===== src/rtl/core/assert_macros.svh =====
// Assertion helpers shared by the RTL.
// Both use clk_i; ASSERT_CLK also rst_ni.
`ifndef ASSERT_MACROS_SVH
`define ASSERT_MACROS_SVH

// Checked only out of reset.
`define ASSERT_CLK(label, prop, msg) \
  label: assert property (@(posedge clk_i) disable iff (!rst_ni) (prop)) else $error(msg);

// Checked at every edge, reset included.
`define ASSERT_ALWAYS(label, prop, msg) \
  label: assert property (@(posedge clk_i) (prop)) else $error(msg);

`endif


===== src/rtl/core/bal_pkg.sv =====
package bal_pkg;

  localparam int unsigned OPC_W = 3;
  localparam int unsigned VAL_W = 32;
  localparam int unsigned LOC_W = 4;
  localparam int unsigned CNT_W = 5;

  typedef enum logic [OPC_W-1:0] {
    OP_APPEND = 3'd0,
    OP_INSERT = 3'd1,
    OP_POP    = 3'd2,
    OP_SEARCH = 3'd3,
    OP_UPDATE = 3'd4
  } opcode_e;

  typedef logic signed [VAL_W-1:0] word_t;

  localparam word_t POP_EMPTY = '1;

endpackage


===== src/rtl/core/bal_if.sv =====
interface bal_req_if import bal_pkg::*; ();
  logic             valid;
  logic             ready;
  logic [OPC_W-1:0] opcode;
  word_t            value;
  logic [LOC_W-1:0] location;

  modport source (output valid, output opcode, output value, output location, input ready);
  modport sink   (input valid, input opcode, input value, input location, output ready);
endinterface

interface bal_rsp_if import bal_pkg::*; ();
  logic             valid;
  logic             ready;
  logic             ok;
  word_t            read_value;
  logic [CNT_W-1:0] count;

  modport source (output valid, output ok, output read_value, output count, input ready);
  modport sink   (input valid, input ok, input read_value, input count, output ready);
endinterface


===== src/rtl/core/bounded_array_list.sv =====
// Channel | Dir | Modport           | Payload
// req_i   | in  | bal_req_if.sink   | opcode, value, location
// rsp_o   | out | bal_rsp_if.source | ok, read_value, count
//
// One request at a time; the list sits in a single-port-write, registered-read RAM.
// Append, update, rejects, unknown opcodes: exec, then finish; pop: exec, read, finish.
// Search: exec, then one compare per entry (k entries compared, up to count); insert front:
// exec, then one RAM move per cycle from the top entry down, then the front write.
// Reset clears the count and control only; no clearing pass over the RAM.
// A stalled response is held in the output register; the next request is taken meanwhile.
`include "assert_macros.svh"

module bounded_array_list import bal_pkg::*; #(
  parameter int unsigned DEPTH = 16
) (
  input logic        clk_i,
  input logic        rst_ni,
  bal_req_if.sink    req_i,
  bal_rsp_if.source  rsp_o
);

  localparam int unsigned AW = $clog2(DEPTH);
  localparam int unsigned CW = $clog2(DEPTH + 1);
  localparam logic [CW-1:0] DEPTH_CW = CW'(DEPTH);

  localparam logic [2:0] S_IDLE  = 3'd0;
  localparam logic [2:0] S_EXEC  = 3'd1;
  localparam logic [2:0] S_SHIFT = 3'd2;
  localparam logic [2:0] S_INS0  = 3'd3;
  localparam logic [2:0] S_POP   = 3'd4;
  localparam logic [2:0] S_SRCH  = 3'd5;
  localparam logic [2:0] S_FIN   = 3'd6;

  logic [2:0]       state_q, state_d;
  logic [CW-1:0]    occ_q, occ_d;
  logic [AW-1:0]    idx_q, idx_d;
  logic             res_ok_q, res_ok_d;
  word_t            res_rv_q, res_rv_d;
  logic [OPC_W-1:0] op_q;
  word_t            val_q;
  logic [LOC_W-1:0] loc_q;

  logic             out_valid_q;
  logic             out_ok_q;
  word_t            out_rv_q;
  logic [CNT_W-1:0] out_cnt_q;

  logic             ram_we;
  logic [AW-1:0]    ram_waddr;
  logic [VAL_W-1:0] ram_wdata;
  logic [AW-1:0]    ram_raddr;
  logic [VAL_W-1:0] ram_rdata;

  logic req_fire;
  logic out_load;

  assign req_i.ready = (state_q == S_IDLE);
  assign req_fire    = req_i.valid && req_i.ready;
  assign out_load    = (state_q == S_FIN) && (!out_valid_q || rsp_o.ready);

  bal_ram #(
    .WIDTH (VAL_W),
    .DEPTH (DEPTH)
  ) u_ram (
    .clk_i   (clk_i),
    .we_i    (ram_we),
    .waddr_i (ram_waddr),
    .wdata_i (ram_wdata),
    .raddr_i (ram_raddr),
    .rdata_o (ram_rdata)
  );

  always_comb begin
    state_d   = state_q;
    occ_d     = occ_q;
    idx_d     = idx_q;
    res_ok_d  = res_ok_q;
    res_rv_d  = res_rv_q;
    ram_we    = 1'b0;
    ram_waddr = '0;
    ram_wdata = val_q;
    ram_raddr = '0;

    unique case (state_q)
      S_IDLE: begin
        if (req_fire) begin
          state_d = S_EXEC;
        end
      end
      S_EXEC: begin
        res_ok_d = 1'b0;
        res_rv_d = '0;
        state_d  = S_FIN;
        unique case (op_q)
          OP_APPEND: begin
            if (occ_q < DEPTH_CW) begin
              ram_we    = 1'b1;
              ram_waddr = AW'(occ_q);
              occ_d     = occ_q + CW'(1);
              res_ok_d  = 1'b1;
            end
          end
          OP_INSERT: begin
            if (occ_q < DEPTH_CW) begin
              if (occ_q == '0) begin
                ram_we    = 1'b1;
                ram_waddr = '0;
                occ_d     = occ_q + CW'(1);
                res_ok_d  = 1'b1;
              end else begin
                ram_raddr = AW'(occ_q - CW'(1));
                idx_d     = AW'(occ_q);
                state_d   = S_SHIFT;
              end
            end
          end
          OP_POP: begin
            if (occ_q != '0) begin
              ram_raddr = AW'(occ_q - CW'(1));
              occ_d     = occ_q - CW'(1);
              state_d   = S_POP;
            end else begin
              res_rv_d = POP_EMPTY;
            end
          end
          OP_SEARCH: begin
            if (occ_q != '0) begin
              ram_raddr = '0;
              idx_d     = '0;
              state_d   = S_SRCH;
            end
          end
          OP_UPDATE: begin
            if (32'(loc_q) < 32'(occ_q)) begin
              ram_we    = 1'b1;
              ram_waddr = AW'(loc_q);
              res_ok_d  = 1'b1;
            end
          end
          default: ;
        endcase
      end
      S_SHIFT: begin
        ram_we    = 1'b1;
        ram_waddr = idx_q;
        ram_wdata = ram_rdata;
        ram_raddr = idx_q - AW'(2);
        if (idx_q == AW'(1)) begin
          state_d = S_INS0;
        end else begin
          idx_d = idx_q - AW'(1);
        end
      end
      S_INS0: begin
        ram_we    = 1'b1;
        ram_waddr = '0;
        occ_d     = occ_q + CW'(1);
        res_ok_d  = 1'b1;
        state_d   = S_FIN;
      end
      S_POP: begin
        res_rv_d = word_t'(ram_rdata);
        res_ok_d = 1'b1;
        state_d  = S_FIN;
      end
      S_SRCH: begin
        ram_raddr = idx_q + AW'(1);
        if (ram_rdata == val_q) begin
          res_ok_d = 1'b1;
          state_d  = S_FIN;
        end else if ((CW'(idx_q) + CW'(1)) == occ_q) begin
          state_d = S_FIN;
        end else begin
          idx_d = idx_q + AW'(1);
        end
      end
      S_FIN: begin
        if (out_load) begin
          state_d = S_IDLE;
        end
      end
      default: begin
        state_d = S_IDLE;
      end
    endcase
  end

  always_ff @(posedge clk_i or negedge rst_ni) begin
    if (!rst_ni) begin
      state_q     <= S_IDLE;
      occ_q       <= '0;
      idx_q       <= '0;
      res_ok_q    <= 1'b0;
      res_rv_q    <= '0;
      out_valid_q <= 1'b0;
    end else begin
      state_q  <= state_d;
      occ_q    <= occ_d;
      idx_q    <= idx_d;
      res_ok_q <= res_ok_d;
      res_rv_q <= res_rv_d;
      if (out_load) begin
        out_valid_q <= 1'b1;
      end else if (rsp_o.ready) begin
        out_valid_q <= 1'b0;
      end
    end
  end

  always_ff @(posedge clk_i) begin
    if (req_fire) begin
      op_q  <= req_i.opcode;
      val_q <= req_i.value;
      loc_q <= req_i.location;
    end
    if (out_load) begin
      out_ok_q  <= res_ok_q;
      out_rv_q  <= res_rv_q;
      out_cnt_q <= CNT_W'(occ_q);
    end
  end

  assign rsp_o.valid      = out_valid_q;
  assign rsp_o.ok         = out_ok_q;
  assign rsp_o.read_value = out_rv_q;
  assign rsp_o.count      = out_cnt_q;

  `ASSERT_CLK(a_occ_bound, occ_q <= DEPTH_CW, "occupancy above depth")
  `ASSERT_CLK(a_occ_change, (occ_q != $past(occ_q)) |-> ($past(state_q) == S_EXEC || $past(state_q) == S_INS0), "occupancy moved outside exec")
  `ASSERT_CLK(a_we_state, ram_we |-> (state_q == S_EXEC || state_q == S_SHIFT || state_q == S_INS0), "RAM write in wrong state")
  `ASSERT_CLK(a_rsp_src, $rose(out_valid_q) |-> $past(state_q) == S_FIN, "response not from finish")
  `ASSERT_ALWAYS(a_rst_idle, !rst_ni |-> (state_q == S_IDLE && !out_valid_q && occ_q == '0), "not idle in reset")

endmodule


===== src/rtl/core/bal_ram.sv =====
module bal_ram #(
  parameter int unsigned WIDTH = 32,
  parameter int unsigned DEPTH = 16
) (
  input  logic                     clk_i,
  input  logic                     we_i,
  input  logic [$clog2(DEPTH)-1:0] waddr_i,
  input  logic [WIDTH-1:0]         wdata_i,
  input  logic [$clog2(DEPTH)-1:0] raddr_i,
  output logic [WIDTH-1:0]         rdata_o
);

  logic [WIDTH-1:0] mem [DEPTH];
  logic [WIDTH-1:0] rdata_q;

  always_ff @(posedge clk_i) begin
    if (we_i) begin
      mem[waddr_i] <= wdata_i;
    end
    rdata_q <= mem[raddr_i];
  end

  assign rdata_o = rdata_q;

endmodule

===== src/flat_wrapper.sv =====
// flat-port wrapper written by rule: the top's interface ports become plain ports
module bounded_array_list_flat import bal_pkg::*;
#(
  parameter int unsigned DEPTH = 16
)
  (clk_i, rst_ni, req_i_valid, req_i_opcode, req_i_value, req_i_location, req_i_ready, rsp_o_valid, rsp_o_ok, rsp_o_read_value, rsp_o_count, rsp_o_ready);
  bal_req_if req_i_i ();
  bal_rsp_if rsp_o_i ();
  input logic clk_i;
  input logic rst_ni;
  input wire logic [$bits(req_i_i.valid)-1:0] req_i_valid;
  input wire logic [$bits(req_i_i.opcode)-1:0] req_i_opcode;
  input wire logic [$bits(req_i_i.value)-1:0] req_i_value;
  input wire logic [$bits(req_i_i.location)-1:0] req_i_location;
  output wire logic [$bits(req_i_i.ready)-1:0] req_i_ready;
  output wire logic [$bits(rsp_o_i.valid)-1:0] rsp_o_valid;
  output wire logic [$bits(rsp_o_i.ok)-1:0] rsp_o_ok;
  output wire logic [$bits(rsp_o_i.read_value)-1:0] rsp_o_read_value;
  output wire logic [$bits(rsp_o_i.count)-1:0] rsp_o_count;
  input wire logic [$bits(rsp_o_i.ready)-1:0] rsp_o_ready;
  assign req_i_i.valid = req_i_valid;
  assign req_i_i.opcode = req_i_opcode;
  assign req_i_i.value = req_i_value;
  assign req_i_i.location = req_i_location;
  assign req_i_ready = req_i_i.ready;
  assign rsp_o_valid = rsp_o_i.valid;
  assign rsp_o_ok = rsp_o_i.ok;
  assign rsp_o_read_value = rsp_o_i.read_value;
  assign rsp_o_count = rsp_o_i.count;
  assign rsp_o_i.ready = rsp_o_ready;
  bounded_array_list #(.DEPTH(DEPTH)) u_core (.clk_i(clk_i), .rst_ni(rst_ni), .req_i(req_i_i), .rsp_o(rsp_o_i));
endmodule

===== config.mk =====
export PLATFORM = sky130hd
export DESIGN_NAME = bounded_array_list_flat
export DESIGN_NICKNAME = d
export VERILOG_FILES = /design/src/rtl/core/bal_pkg.sv /design/src/rtl/core/bal_if.sv /design/src/rtl/core/bounded_array_list.sv /design/src/rtl/core/bal_ram.sv /design/src/flat_wrapper.sv
export VERILOG_INCLUDE_DIRS = /design/src /design/src/rtl/core
export SDC_FILE = /design/constraint.sdc
export NUM_CORES = 1
export LEC_CHECK = 0
export ABC_AREA = 1
export BUFFER_PORTS_ARGS = -buffer_cell sky130_fd_sc_hd__buf_4
export CAP_MARGIN = 0
export CELL_PAD_IN_SITES_DETAIL_PLACEMENT = 1
export CELL_PAD_IN_SITES_GLOBAL_PLACEMENT = 1
export CORE_ASPECT_RATIO = 0.9
export CORE_MARGIN = 3
export CORE_UTILIZATION = 45
export CTS_BUF_LIST = sky130_fd_sc_hd__clkbuf_8
export CTS_CLUSTER_DIAMETER = 150
export DETAILED_ROUTE_END_ITERATION = 10
export PLACE_DENSITY = 0.83
export SLEW_MARGIN = 20
export SYNTH_ARGS = -nofsm -noshare
export SYNTH_HDL_FRONTEND = slang
export SYNTH_HIERARCHICAL = 1
export SYNTH_SLANG_ARGS = --single-unit

===== constraint.sdc =====
create_clock -name clk_i -period 3.7 [get_ports clk_i]
set_input_delay 0.74 -clock clk_i [delete_from_list [all_inputs] [get_ports clk_i]]
set_output_delay 0.74 -clock clk_i [all_outputs]
set_load 0.1 [all_outputs]

# Word-level counts from Yosys, hierarchy flattened

Memory sizes are Yosys's and may differ from the RTL's. A register that Yosys moved wholly into a read port is not among the register bits.
Index checks and enable logic that the tools add are counted.

RAM bits: 512
Memories: 1
Register bits after elaboration: 123
Output and inout bits: 40

Equal/unequal tests: 29
Order comparisons: 2
$add $sub $neg: 6
Reductions and logical operators: 19
Multiplexer cells: 50

Memory list:

| memory           | depth | bits a word | rd ports | clocked after memory_dff | write ports | RTL line      | source |
|---|---|---|---|---|---|---|---|
| u_core.u_ram.mem | 16    | 32          | 1        | 1                        | 1           | bal_ram.sv:13 | `logic [WIDTH-1:0] mem [DEPTH];` |

Operators with widths:

| kind                 | count |
|---|---|
| $mux W32             | 3 |
| $pmux W32 S2         | 1 |
| $mux W4              | 11 |
| $eq A32 B32 Y1       | 1 |
| $pmux W4 S2          | 4 |
| $pmux W4 S3          | 2 |
| $mux W3              | 7 |
| $mux W5              | 4 |
| $pmux W3 S6          | 1 |
| $ne A3 B2 Y1 const B | 5 |
| $pmux W5 S3          | 1 |
| $eq A3 B2 Y1 const B | 4 |
| $eq A3 B3 Y1 const B | 4 |
| $pmux W5 S2          | 1 |
| $mux W1              | 9 |
| $pmux W3 S3          | 1 |
| $ne A2 B2 Y1 const B | 4 |
| $reduce_and A8 Y1    | 1 |
| $eq A3 B1 Y1 const B | 2 |
| $logic_not A3 Y1     | 2 |
| $ne A2 B1 Y1 const B | 3 |
| $ne A3 B3 Y1 const B | 2 |
| $pmux W1 S3          | 2 |
| $reduce_and A6 Y1    | 1 |
| 24 further kinds     | 30 |

# Logic depth before layout (Yosys ltp)

Gate-level depths: netlist of run 1.

Depth in word-level cells: 7
Mapped depth: 18
Mapped depth without buffers: 15

# Cells and area by module

The synthesis of run 1 kept the hierarchy.

Modules (own cells, without submodules):

| module             | area each (sq um) | cells each | times used | sequential area each (sq um) |
|---|---|---|---|---|
| bal_ram            | 22,730.6          | 2,120      | 1          | 16,015.4 |
| bounded_array_list | 6,080.8           | 630        | 1          | 3,463.3 |

# Worst setup path before layout of run 1

Ideal clock, no wire load.

Path type: reg-to-reg
Start point: register u_core.occ_q[2]
End point: memory u_core.u_ram.mem[10][0] (enable)
Stages on the path, launching flop included: 11
Buffers on the path: 1
Clock period less this slack: 3.574 ns
Arrival: 3.153 ns
Setup time: 0.421 ns
Path slack: 0.126 ns
Path through: dfrtp_1 -> buf_2 -> inv_1 -> ha_1 -> a21oi_1 -> o2111ai_1 -> o22ai_1 -> nand2_1 -> o21ai_0 -> nand3b_1 -> nor2_1

RTL lines:

| what                                                | RTL line                                                                       | source |
|---|---|---|
| start, declared                                     | bounded_array_list.sv:35                                                       | `logic [CW-1:0] occ_q, occ_d;` |
| start signal, assigned                              | bounded_array_list.sv:191                                                      | `occ_q <= '0;` |
| start signal, assigned                              | bounded_array_list.sv:198                                                      | `occ_q <= occ_d;` |
| $lt A4 B5 Y1 / $lt A5 B5 Y1 (equally long branches) | bounded_array_list.sv:134, bounded_array_list.sv:96, bounded_array_list.sv:104 |  |
| $mux W4 (on tied branches)                          | bounded_array_list.sv:134, bounded_array_list.sv:96                            |  |
| $pmux W4 S2 *                                       | bounded_array_list.sv:94                                                       | `unique case (op_q)` |
| $pmux W4 S2 *                                       | bounded_array_list.sv:84                                                       | `unique case (state_q)` |
| named net u_core.ram_waddr[2]                       | bounded_array_list.sv:49                                                       | `logic [AW-1:0] ram_waddr;` |
| end, declared                                       | bal_ram.sv:13                                                                  |  |

Mark *: on every way through the listed nets, which the timed path passes. The rest lies on a longest branch.

# Final worst setup path of run 1

Start point: register u_core.occ_q[3]
End point: memory u_core.u_ram.mem[5][13] (enable)

Cells in the longest elaborated chain, start to end: 7

Ends and longest elaborated chain:

| what                                                                 | RTL line                 | source |
|---|---|---|
| parallel branches: the longest is 3 deep, another holds $lt A4 B5 Y1 | --                       |  |
| $pmux W1 S3 *                                                        | bounded_array_list.sv:94 |  |
| $pmux W1 S2 *                                                        | bounded_array_list.sv:84 |  |
| named net u_core.ram_we                                              | bounded_array_list.sv:48 | `logic ram_we;` |
| $mux W1 *                                                            | bal_ram.sv:17            | `if (we_i) begin` |
| $mux W1 (not written as such) *                                      | bal_ram.sv:18            | `mem[waddr_i] <= wdata_i;` |

Mark *: on every way through the listed nets, which the timed path passes.

==> run_results.csv, run 1 <==
group,metric,value,unit
setup_path,end_kind,"register",
power_and_ir_drop,net-switching-power,0.0120,W
route,drtIter0Drc,1912,
timing,min_period_over_period,0.943,
die,core_region_area,0.0630,mm^2
grt,grt_busiest_layer,"met2",
clocking,cts_buffers,104,
timing,slew_headroom,0.344,
synth,synth.top_cell.area_share,0.614,
setup_path,crit_chain,"inv_1 -> ha_1 -> nand2_1 -> nor2_1 -> o21ai_0 -> o2111ai_1 -> nand2_1 -> o21ai_0 -> o21ai_1 -> nand3b_1 -> buf_4 -> nor2_4 -> buf_4",
setup_path,r2r_start,"u_core/occ_q[3]$_DFFE_PN0P_",
synth,synth_fp_nets,2805,
run_status,status,"finished clean",
route,ant_nets,0,
synth,yosys.area.top_type,"edfxtp_1",
timing,fmaxAchievable,287,MHz
setup_path,required,4.07,ns
timing,post-route-min-period,3.49,ns
timing,fin_skew,0.0486,ns
die,die_height,246,um
route,drtPass1Iterations,7,
grt,grt_start_max_net_pins,111,
grt,overflow,0,
route,vias_per_cell,5.49,
power_and_ir_drop,pwr-share-clk,0.220,
clocking,ctsHtreeMaxLevel,3,
route,wl_per_cell,23.0,um
die,die_w,273,um
grt,grt_pass1_vias,23000,
grt,grt_use_met2,0.456,
die,num_rows,87,
die,boundaryPins,83,
placement,place_congestion,0.849,
clocking,ctsHoldBuffers,0,
placement,portBuffers,82,
min_path,hold_class,"in2async",
setup_path,cp_data_arrival_time,3.86,ns
die,dieArea,0.0671,mm^2
power_and_ir_drop,seqPwrFrac,0.376,
synth,seq_area_frac_synth,0.676,
clocking,clkLatencyLatePin,0.75,ns
synth,synth_area,0.0288,mm^2
setup_path,crit_type,"reg2reg",
power_and_ir_drop,power_frac_comb,0.404,
finish,nets,2971,
timing,finalWorstSetupSlack,0.210,ns
finish,n_antenna_cell,0,
timing,grt_setup_unrepaired,"no",
clocking,clkTransAtPathRegs,0.07,ns
clocking,clock_path_buffers,3,
placement,place_ws,0.221,ns
route,drt-total-wl,88.7,mm
power_and_ir_drop,intPower,0.0166,W
setup_path,crit_slowest_cell,"dfrtp_1",
finish,area_delta_synth_final,14.7,%
grt,track_usage,0.265,
grt,grt_pass1_wl,135,mm
timing,hold_viol,0,
synth,synth_top_cells_by_area,"edfxtp_1 (61%), nand2_1 (11%), nand3_1 (7.7%)",
route,vias,21100,
synth,synthDistinctLibCells,41,
grt,antenna_found_initial,0,
synth,yosys_warnings,6,
power_and_ir_drop,p_leak,14.2,nW
route,remaining_drc_errors,0,
timing,finalSetupTns,0,ns
setup_path,critPathMaxStageDelay,0.53,ns
timing,report.final.slew_viol_count,0,
power_and_ir_drop,powerDensity,864,mW/mm^2
power_and_ir_drop,switching_share,0.420,
setup_path,startpoint,"u_core/occ_q[3]$_DFFE_PN0P_",
synth,syn_area_per_cell,10.5,um^2
finish,layout-drive-gt1-share,0.131,
run,max_cap_violations,0,
power_and_ir_drop,ir_drop,0.595,mV
placement,place.detailed.hpwl,55.1,mm
clocking,cts-root-buf,"clkbuf_8",
synth,ys_seq_elements,667,
die,initial_utilization,0.457,
synth,postSynthCellCount,2750,
grt,met1_usage,0.320,
finish,utilization,0.524,
grt,use_met3,0.0506,
timing,worst_slew_pin_slew,0.982,ns
setup_path,crit_fanout,18,
setup_path,critPathLaunchType,"register",
clocking,cts_sinks,667,
timing,setup-violations-final,0,
clocking,cts_tree,"built",
registers in the layout, summed over array words and instances (netlist names), 3 cells and up:
signal,flops
u_core/op_q,3
u_core/occ_q,5
u_core/u_ram/rdata_o,32
u_core/loc_q,4
u_core/val_q,32
u_core/state_q,3
u_core/idx_q,4
u_core/rsp_o.read_value,32
u_core/rsp_o.count,5
u_core/u_ram/mem,512
u_core/res_rv_q,32
synth_stat cells (all sizes together):
master / instances
dfrtp: 46
ha: 12
o211ai: 34
nor2: 50
inv: 471
nor3: 5
o311ai: 1
o21ai: 46
nand3: 445
xor2: 7
nand2: 826
xnor2: 26
nand3b: 3
clkbuf: 28
o22ai: 5
edfxtp: 589
o221ai: 2
nand4: 6
buf: 102
dfxtp: 32
o2111ai: 1
a31oi: 1
o31ai: 1
or2: 1
a21oi: 10
power by group through the flow:
stage               clock network [W]  registers (W)  logic (W)
finish                        0.00627         0.0107     0.0115
global route                  0.00670         0.0108     0.0124
CTS                           0.00638         0.0107     0.0114
detailed placement                  0         0.0109     0.0112
global placement                    0         0.0108     0.0105
floorplan                           0         0.0115    0.00648
worst max-delay path: cells and delay by family (launching register included):
family,cells,cell delay (ns)
buf+inv,3,0.72
simple gates,5,0.67
fa+ha+maj,1,0.33
compound gates,4,0.86
flops,1,0.53
kinds of logic after synthesis:
kind of cell	after synthesis	share of synthesized area
XOR/XNOR	33	0.0100
adder cells (fa/ha/maj)	12	0.00521
buffers and inverters	601	0.0895
AND/OR/NAND/NOR	1336	0.197
flip-flops	667	0.676
AO/OA/AOI/OAI	101	0.0224
layer usage:
layer  up-vias  routed length, um  share of wire
met4         0               3970          0.045
met5         -                  0              0
met2       963              44500           0.50
met3       267               6290          0.071
met1     10600              33900           0.38
li1       9304                  -              -
placed cells by master, fill, tap and decap left out, types with 2 or more instances in the layout:
cell         n
a21oi_1      9
buf_12      20
buf_4      168
buf_6        2
bufinv_16    3
clkbuf_8   123
clkinv_1     8
clkinv_2    12
dfrtp_1     45
dfxtp_1     32
edfxtp_1   589
ha_1        12
inv_1      494
inv_2       16
inv_4        2
inv_8        3
nand2_1    818
nand2_2      7
nand3_1    443
nand3b_1     3
nand4_1      6
nor2_1      28
nor2_4      21
nor3_1       4
o211ai_1    34
o21ai_0     39
o21ai_1      4
o21ai_2      2
o221ai_4     2
o22ai_1      5
xnor2_1     26
xor2_1       7
layout make-up:
cell class / instances / area (um^2)
flip-flops and latches: 667 / 19500
inverters: 471 / 1780
well taps: 845 / 1060
clock buffers: 123 / 1690
clock inverters: 70 / 404
fillers: 6797 / 30000
repair buffers: 190 / 1680
multi-input cells: 1482 / 6950
path summary, 6_finish.rpt:
check / endpoint / slack, ns / depth (start not counted)
max: u_core/u_ram/mem[5][13]$_DFFE_PP_ / 0.21 / 13
min reg2reg: u_core/rsp_o.read_value[9]$_DFFE_PP_ / 0.45 / 0
min: u_core/res_rv_q[22]$_DFFE_PN0P_ / 0.05 / 1
min in group clk_i: u_core/val_q[2]$_DFFE_PP_ / 0.17 / 1
max reg2reg: u_core/u_ram/mem[5][13]$_DFFE_PP_ / 0.21 / 13
max in group asynchronous: u_core/occ_q[2]$_DFFE_PN0P_ / 3.15 / 1
per-stage QoR:
stage	std cells	power [W]	hold WS, ns	instance area [um^2]
after floorplan	2750	0.0179	0.420	28800
after global placement	3654	0.0213	0.432	30900
after detailed placement	3654	0.0221	0.437	30900
after CTS	3847	0.0285	0.0329	33000
after global routing	3848	0.0299	0.0635	33000
final	3848	0.0285	0.0468	33000
what timing repair did:
action | 4_1_cts | 5_1_grt
endpoints found under the setup margin | 0 | 499
setup buffers | 0 | 1
hold endpoints to repair | 0 | 0
gates resized for setup | 0 | 9
Power figures use the tool's default switching activity.
==> inputs of run 2 (changes only) <==
--- a/config.mk
+++ b/config.mk
@@ -6,7 +6,6 @@
 export SDC_FILE = /design/constraint.sdc
 export NUM_CORES = 1
 export LEC_CHECK = 0
-export ABC_AREA = 1
 export BUFFER_PORTS_ARGS = -buffer_cell sky130_fd_sc_hd__buf_4
 export CAP_MARGIN = 0
 export CELL_PAD_IN_SITES_DETAIL_PLACEMENT = 1
@@ -17,7 +16,7 @@
 export CTS_BUF_LIST = sky130_fd_sc_hd__clkbuf_8
 export CTS_CLUSTER_DIAMETER = 150
 export DETAILED_ROUTE_END_ITERATION = 10
-export PLACE_DENSITY = 0.83
+export PLACE_DENSITY = 0.77
 export SLEW_MARGIN = 20
 export SYNTH_ARGS = -nofsm -noshare
 export SYNTH_HDL_FRONTEND = slang
==> run 2 against run 1 <==
- setup slack improved by 0.0014 ns
- critical path type unchanged
- clock skew fell by 0.0061 ns
- final cell count is 38% lower
- core utilization grew 1.4 points
- critical endpoint is now u_core/u_ram/mem[0][19]$_DFFE_PP_
- combinational power down 13%
==> run_results.csv, run 2 <==
group,metric,value,unit
run_status,status,"finished clean",
die,num_rows,82,
timing,slew_headroom,0.506,
finish,regMostFlops,"u_core/u_ram/mem",
timing,fmaxAchievable,287,MHz
finish,nets,1575,
grt,grt_pass1_wl,99.5,mm
die,dieArea,0.0599,mm^2
power_and_ir_drop,pwr-share-clk,0.219,
finish,final_area,0.0302,mm^2
route,drtIter0Drc,1339,
timing,min_period_over_period,0.943,
placement,place_congestion,0.841,
setup_path,cp_top_family,"compound AO/OA/AOI/OAI gates",
power_and_ir_drop,switching_share,0.360,
finish,multi_input_area,0.00601,mm^2
synth,yosys_warnings,6,
synth,async_flop_share,0.0690,
run,max_cap_violations,0,
route,drtPass1Iterations,5,
finish,fillCellCount,5082,
finish,final_cell_mix,"edfxtp_1 (589), nand2_1 (148), mux4_2 (128)",
route,vias,13900,
timing,fin_skew,0.0425,ns
setup_path,startpoint,"u_core/occ_q[1]$_DFFE_PN0P_",
setup_path,required,4.07,ns
clocking,cts-resized-gates,0,
synth,postSynthCellCount,1329,
placement,placed_area,0.0281,mm^2
synth,synth.most_common_cell,"edfxtp_1",
synth,synth.top_cell.area_share,0.690,
clocking,cts_buffers,103,
placement,portBuffers,82,
synth,syn_area_per_cell,19.3,um^2
setup_path,crit_slowest_cell,"or3b_4",
clocking,cts-root-buf,"clkbuf_8",
synth,synth_fp_nets,1384,
placement,dp_cells,2170,
synth,synth_edf_count,589,
clocking,ctsHoldBuffers,0,
finish,largest_register_ffs,512,
timing,report.final.slew_viol_count,0,
die,core_region_area,0.0560,mm^2
setup_path,critPathLaunchType,"register",
setup_path,critPathBufInv,3,
timing,grt_setup_unrepaired,"no",
grt,grt_pass1_vias,14900,
route,drt-total-wl,67.7,mm
clocking,post-cts-setup-buffer-count,0,
power_and_ir_drop,powerDensity,919,mW/mm^2
route,ant_nets,0,
grt,track_usage,0.228,
min_path,hold_class,"in2async",
synth,seq_area_frac_synth,0.759,
clocking,clkLatencyLatePin,0.71,ns
setup_path,critPathMaxStageDelay,0.46,ns
synth,ys.flop_type,"edfxtp_1",
setup_path,crit_fanout,18,
placement,place.detailed.hpwl,41.1,mm
timing,hold_viol,0,
power_and_ir_drop,seqPwrFrac,0.421,
route,vias_per_cell,5.87,
synth,yosys.area.top_type,"edfxtp_1",
setup_path,r2r_start,"u_core/occ_q[1]$_DFFE_PN0P_",
finish,area_delta_synth_final,17.7,%
finish,layout-drive-gt1-share,0.294,
clocking,cts_tree,"built",
finish,ff_latch_area,0.0195,mm^2
setup_path,end_kind,"register",
power_and_ir_drop,p_leak,10.3,nW
power_and_ir_drop,intPower,0.0178,W
finish,stdcell_count,2368,
clocking,clkTransAtPathRegs,0.06,ns
timing,worst_slew_pin_slew,0.741,ns
power_and_ir_drop,net-switching-power,0.00999,W
setup_path,crit_type,"reg2reg",
clocking,cts_sinks,667,
synth,synth_top_cells_by_area,"edfxtp_1 (69%), mux4_2 (11%), dfrtp_1 (4.5%)",
power_and_ir_drop,ir_drop,0.486,mV
setup_path,crit_chain,"inv_1 -> ha_1 -> a21o_1 -> a211o_1 -> a2111oi_2 -> o21ai_0 -> a21oi_1 -> buf_4 -> or3b_4 -> nor3_4 -> buf_12",
clocking,clock_path_buffers,3,
grt,overflow,0,
die,boundaryPins,83,
synth,synth_area,0.0256,mm^2
timing,post-route-min-period,3.49,ns
clocking,ctsHtreeMaxLevel,3,
finish,layout_commonest_cell,"edfxtp_1",
synth,yosys-top-cells-count,"edfxtp_1 (589), nand2_1 (149), mux4_2 (128)",
timing,finalSetupTns,0,ns
route,remaining_drc_errors,0,
timing,setup-violations-final,0,
synth,ys_seq_elements,667,
synth,synthDistinctLibCells,63,
grt,antenna_found_initial,3,
grt,grt_start_max_net_pins,53,
die,die_height,232,um
route,wl_per_cell,28.6,um
die,initial_utilization,0.458,
setup_path,cp_data_arrival_time,3.86,ns
die,die_w,258,um
power_and_ir_drop,power_frac_comb,0.360,
==> run 2: per-layer routing <==
layer,vias up,GRT usage,share of wire
met5,-,0,0
met4,0,0.0756,0.027
met3,128,0.0555,0.080
met2,603,0.372,0.49
met1,7381,0.305,0.41
li1,5799,-,-
==> run 2: final timing paths <==
kind	endpoint	slack, ns	depth (start not counted)
min in group clk_i	u_core/val_q[24]$_DFFE_PP_	0.21	1
max in group asynchronous	u_core/res_rv_q[16]$_DFFE_PN0P_	3.07	1
worst min-delay path	u_core/occ_q[1]$_DFFE_PN0P_	0.11	1
worst max-delay path	u_core/u_ram/mem[0][19]$_DFFE_PP_	0.21	11
worst min register to register	u_core/rsp_o.read_value[22]$_DFFE_PP_	0.44	0
worst max register to register	u_core/u_ram/mem[0][19]$_DFFE_PP_	0.21	11
==> run 2: area by class of cell <==
type | count | area share
Sequential cell | 667 | 0.645
Multi-Input combinational cell | 574 | 0.199
Tap cell | 756 | 0.0313
Clock inverter | 72 | 0.0124
Timing Repair Buffer | 160 | 0.0537
Inverter | 14 | 0.00174
Antenna cell | 2 | 0.000166
Clock buffer | 123 | 0.0561
==> run 2: metrics by stage <==
step	power [W]	hold slack, ns	utilization	worst slack [ns]
global placement	0.0211	0.439	0.501	0.412
floorplan	0.0179	0.420	-	-0.453
CTS	0.0278	0.0907	0.538	0.152
global route	0.0290	0.122	0.539	0.0257
detailed placement	0.0217	0.445	0.501	0.167
finish	0.0277	0.105	0.539	0.212
==> run 2: kinds of logic (layout without fill, tap and decap cells) <==
group                      count (synthesis)  count (layout)  synth area share
DFF                                      667             667             0.759
and+or+nand+nor                          238             238            0.0416
AOI/OAI and AO/OA                        145             145            0.0466
muxes                                    133             133             0.115
buffers and inverters                     88             369            0.0158
xor gates and xnor gates                  46              46            0.0162
adders and majority gates                 12              12           0.00585
other                                      0               2                 0
==> run 2: power by group through the flow <==
stage	registers, W	clock network, W	logic, W
after floorplan	0.0121	0	0.00579
after global placement	0.0117	0	0.00943
after detailed placement	0.0118	0	0.00991
after CTS	0.0117	0.00620	0.00995
after global routing	0.0118	0.00654	0.0107
final	0.0117	0.00606	0.0100
==> inputs of run 3 (changes only) <==
--- a/config.mk
+++ b/config.mk
@@ -16,7 +16,8 @@
 export CTS_BUF_LIST = sky130_fd_sc_hd__clkbuf_8
 export CTS_CLUSTER_DIAMETER = 150
 export DETAILED_ROUTE_END_ITERATION = 10
-export PLACE_DENSITY = 0.77
+export PLACE_DENSITY = 0.81
+export REMOVE_ABC_BUFFERS = 1
 export SLEW_MARGIN = 20
 export SYNTH_ARGS = -nofsm -noshare
 export SYNTH_HDL_FRONTEND = slang
==> run 3 against run 2 <==
- setup slack got worse by 0.061 ns
- critical path type unchanged
- critical endpoint is now u_core/u_ram/mem[0][14]$_DFFE_PP_
- highest routed layer unchanged
- first-iteration DRC count rose by 12%
- final cell count fell by 0.55%
==> run_results.csv, run 3 (synthesized netlist as in run 2, its figures left out) <==
group,metric,value,unit
run_status,status,"finished clean",
timing,report.final.slew_viol_count,0,
finish,nets,1565,
clocking,ctsHoldBuffers,0,
route,drtPass1Iterations,5,
clocking,clkLatencyLatePin,0.70,ns
setup_path,reg2reg_depth,10,
clocking,cts-root-buf,"clkbuf_8",
setup_path,crit_type,"reg2reg",
clocking,clkTransAtPathRegs,0.06,ns
clocking,cts_tree,"built",
timing,finalSetupTns,0,ns
setup_path,startpoint,"u_core/occ_q[1]$_DFFE_PN0P_",
clocking,cts_buffers,101,
die,die_w,258,um
grt,grt_pass1_wl,99.6,mm
grt,track_usage,0.227,
setup_path,critPathMaxStageDelay,0.61,ns
setup_path,cp.depth,10,
clocking,cts_sinks,667,
grt,grt_pass1_vias,14800,
die,num_rows,82,
finish,final_cell_mix,"edfxtp_1 (589), nand2_1 (148), mux4_2 (128)",
grt,overflow,0,
finish,largest_register_ffs,512,
die,core_region_area,0.0560,mm^2
timing,worst_slew_pin_slew,0.812,ns
timing,fmaxAchievable,282,MHz
min_path,hold_class,"in2async",
setup_path,end_kind,"register",
route,wl_per_cell,28.6,um
die,boundaryPins,83,
timing,post-route-min-period,3.55,ns
die,die_height,232,um
setup_path,cp_top_family,"compound AO/OA/AOI/OAI gates",
finish,regMostFlops,"u_core/u_ram/mem",
placement,portBuffers,82,
placement,place_congestion,0.802,
setup_path,critPathBufInv,2,
route,remaining_drc_errors,0,
setup_path,crit_end,"u_core/u_ram/mem[0][14]$_DFFE_PP_",
setup_path,required,4.06,ns
finish,fillCellCount,5106,
power_and_ir_drop,powerDensity,917,mW/mm^2
setup_path,cp_data_arrival_time,3.91,ns
timing,setup-violations-final,0,
timing,min_period_over_period,0.959,
run,max_cap_violations,0,
power_and_ir_drop,ir_drop,0.436,mV
clocking,ctsHtreeMaxLevel,3,
finish,layout_commonest_cell,"edfxtp_1",
route,ant_nets,0,
timing,slew_headroom,0.454,
route,drtIter0Drc,1494,
finish,area_delta_synth_final,16.8,%
route,vias_per_cell,5.92,
timing,grt_setup_unrepaired,"yes",
clocking,clock_path_buffers,3,
setup_path,crit_chain,"inv_1 -> ha_1 -> a21o_1 -> a211o_1 -> a2111oi_2 -> o21ai_0 -> a21oi_2 -> or3b_2 -> nor3_2 -> buf_12",
timing,fin_skew,0.0409,ns
die,initial_utilization,0.458,
setup_path,critPathLaunchType,"register",
setup_path,r2r_start,"u_core/occ_q[1]$_DFFE_PN0P_",
route,drt-total-wl,67.4,mm
timing,hold_viol,0,
die,dieArea,0.0599,mm^2
setup_path,crit_fanout,32,
setup_path,r2r_slack,0.15,ns
finish,layout-drive-gt1-share,0.283,
grt,grt_start_max_net_pins,47,
route,vias,13900,
setup_path,worst_r2r_endpoint,"u_core/u_ram/mem[0][14]$_DFFE_PP_",
placement,place.detailed.hpwl,40.8,mm
setup_path,crit_slowest_cell,"or3b_2",
grt,antenna_found_initial,0,
power_and_ir_drop,power,0.0275,W
power_and_ir_drop,p_leak,10.2,nW
## run 3: cell types whose count changed in the layout (fill, tap and decap cells not counted), sizes merged
cell,before,now
clkbuf,123,115
diode,2,1
inv,47,60
buf,160,151
clkinv,36,27
clkinvlp,1,2
## run 3: how the worst min path moves through the flow
| stage | startpoint | to | slack, ns | cells past startpoint |
|---|---|---|---|---|
| floorplan | u_core/res_rv_q[0]$_DFFE_PN0P_ | u_core/rsp_o.read_value[0]$_DFFE_PP_ | 0.43 | 0 |
| finish | rst_ni | u_core/res_rv_q[0]$_DFFE_PN0P_ | 0.16 | 1 |
| CTS | rst_ni | u_core/res_rv_q[12]$_DFFE_PN0P_ | 0.13 | 1 |
| global placement | u_core/res_rv_q[9]$_DFFE_PN0P_ | u_core/rsp_o.read_value[9]$_DFFE_PP_ | 0.44 | 0 |
| detailed placement | u_core/res_rv_q[14]$_DFFE_PN0P_ | u_core/rsp_o.read_value[14]$_DFFE_PP_ | 0.44 | 0 |
| global route | rst_ni | u_core/res_rv_q[19]$_DFFE_PN0P_ | 0.16 | 1 |
## run 3: metal layers
metal,vias to the layer above,part of all wire,track usage
met2,697,0.48,0.368
met3,124,0.088,0.0581
li1,5767,-,-
met5,-,0,0
met1,7359,0.40,0.305
met4,0,0.028,0.0726
## run 3: area by class of cell
| cell class | instances | area, um^2 | share of cell area |
|---|---|---|---|
| clock buffers | 114 | 1570 | 0.0524 |
| multi-input cells | 574 | 5980 | 0.200 |
| inverters | 14 | 52.6 | 0.00175 |
| flip-flops and latches | 667 | 19500 | 0.650 |
| well taps | 756 | 946 | 0.0316 |
| clock inverters | 77 | 398 | 0.0133 |
| repair buffers | 152 | 1530 | 0.0510 |
| diodes | 1 | 2.50 | 0.0000835 |
## run 3: timing repair
item | 4_1_cts | 5_1_grt
resized for setup | 0 | 2
setup endpoints to repair | 0 | 249
buffers inserted | 0 | 1
## run 3: through the flow
step	hold slack [ns]	setup slack, ns	cells	utilization	area, um^2
finish	0.160	0.151	2355	0.535	30000
global route	0.155	-0.0422	2354	0.535	30000
CTS	0.129	0.0428	2351	0.534	29900
detailed placement	0.440	0.0533	2160	0.498	27900
global placement	0.442	0.214	2160	0.498	27900
floorplan	0.426	-10.61	1255	-	25300
## run 3: report_power, final
part | total (W) | switching [W] | leakage (nW) | internal [W]
Clock | 0.00584 | 0.00286 | 1.17 | 0.00298
Combinational | 0.0100 | 0.00637 | 2.84 | 0.00365
Sequential | 0.0116 | 0.000745 | 6.23 | 0.0109
Total | 0.0275 | 0.00997 | 10.2 | 0.0175
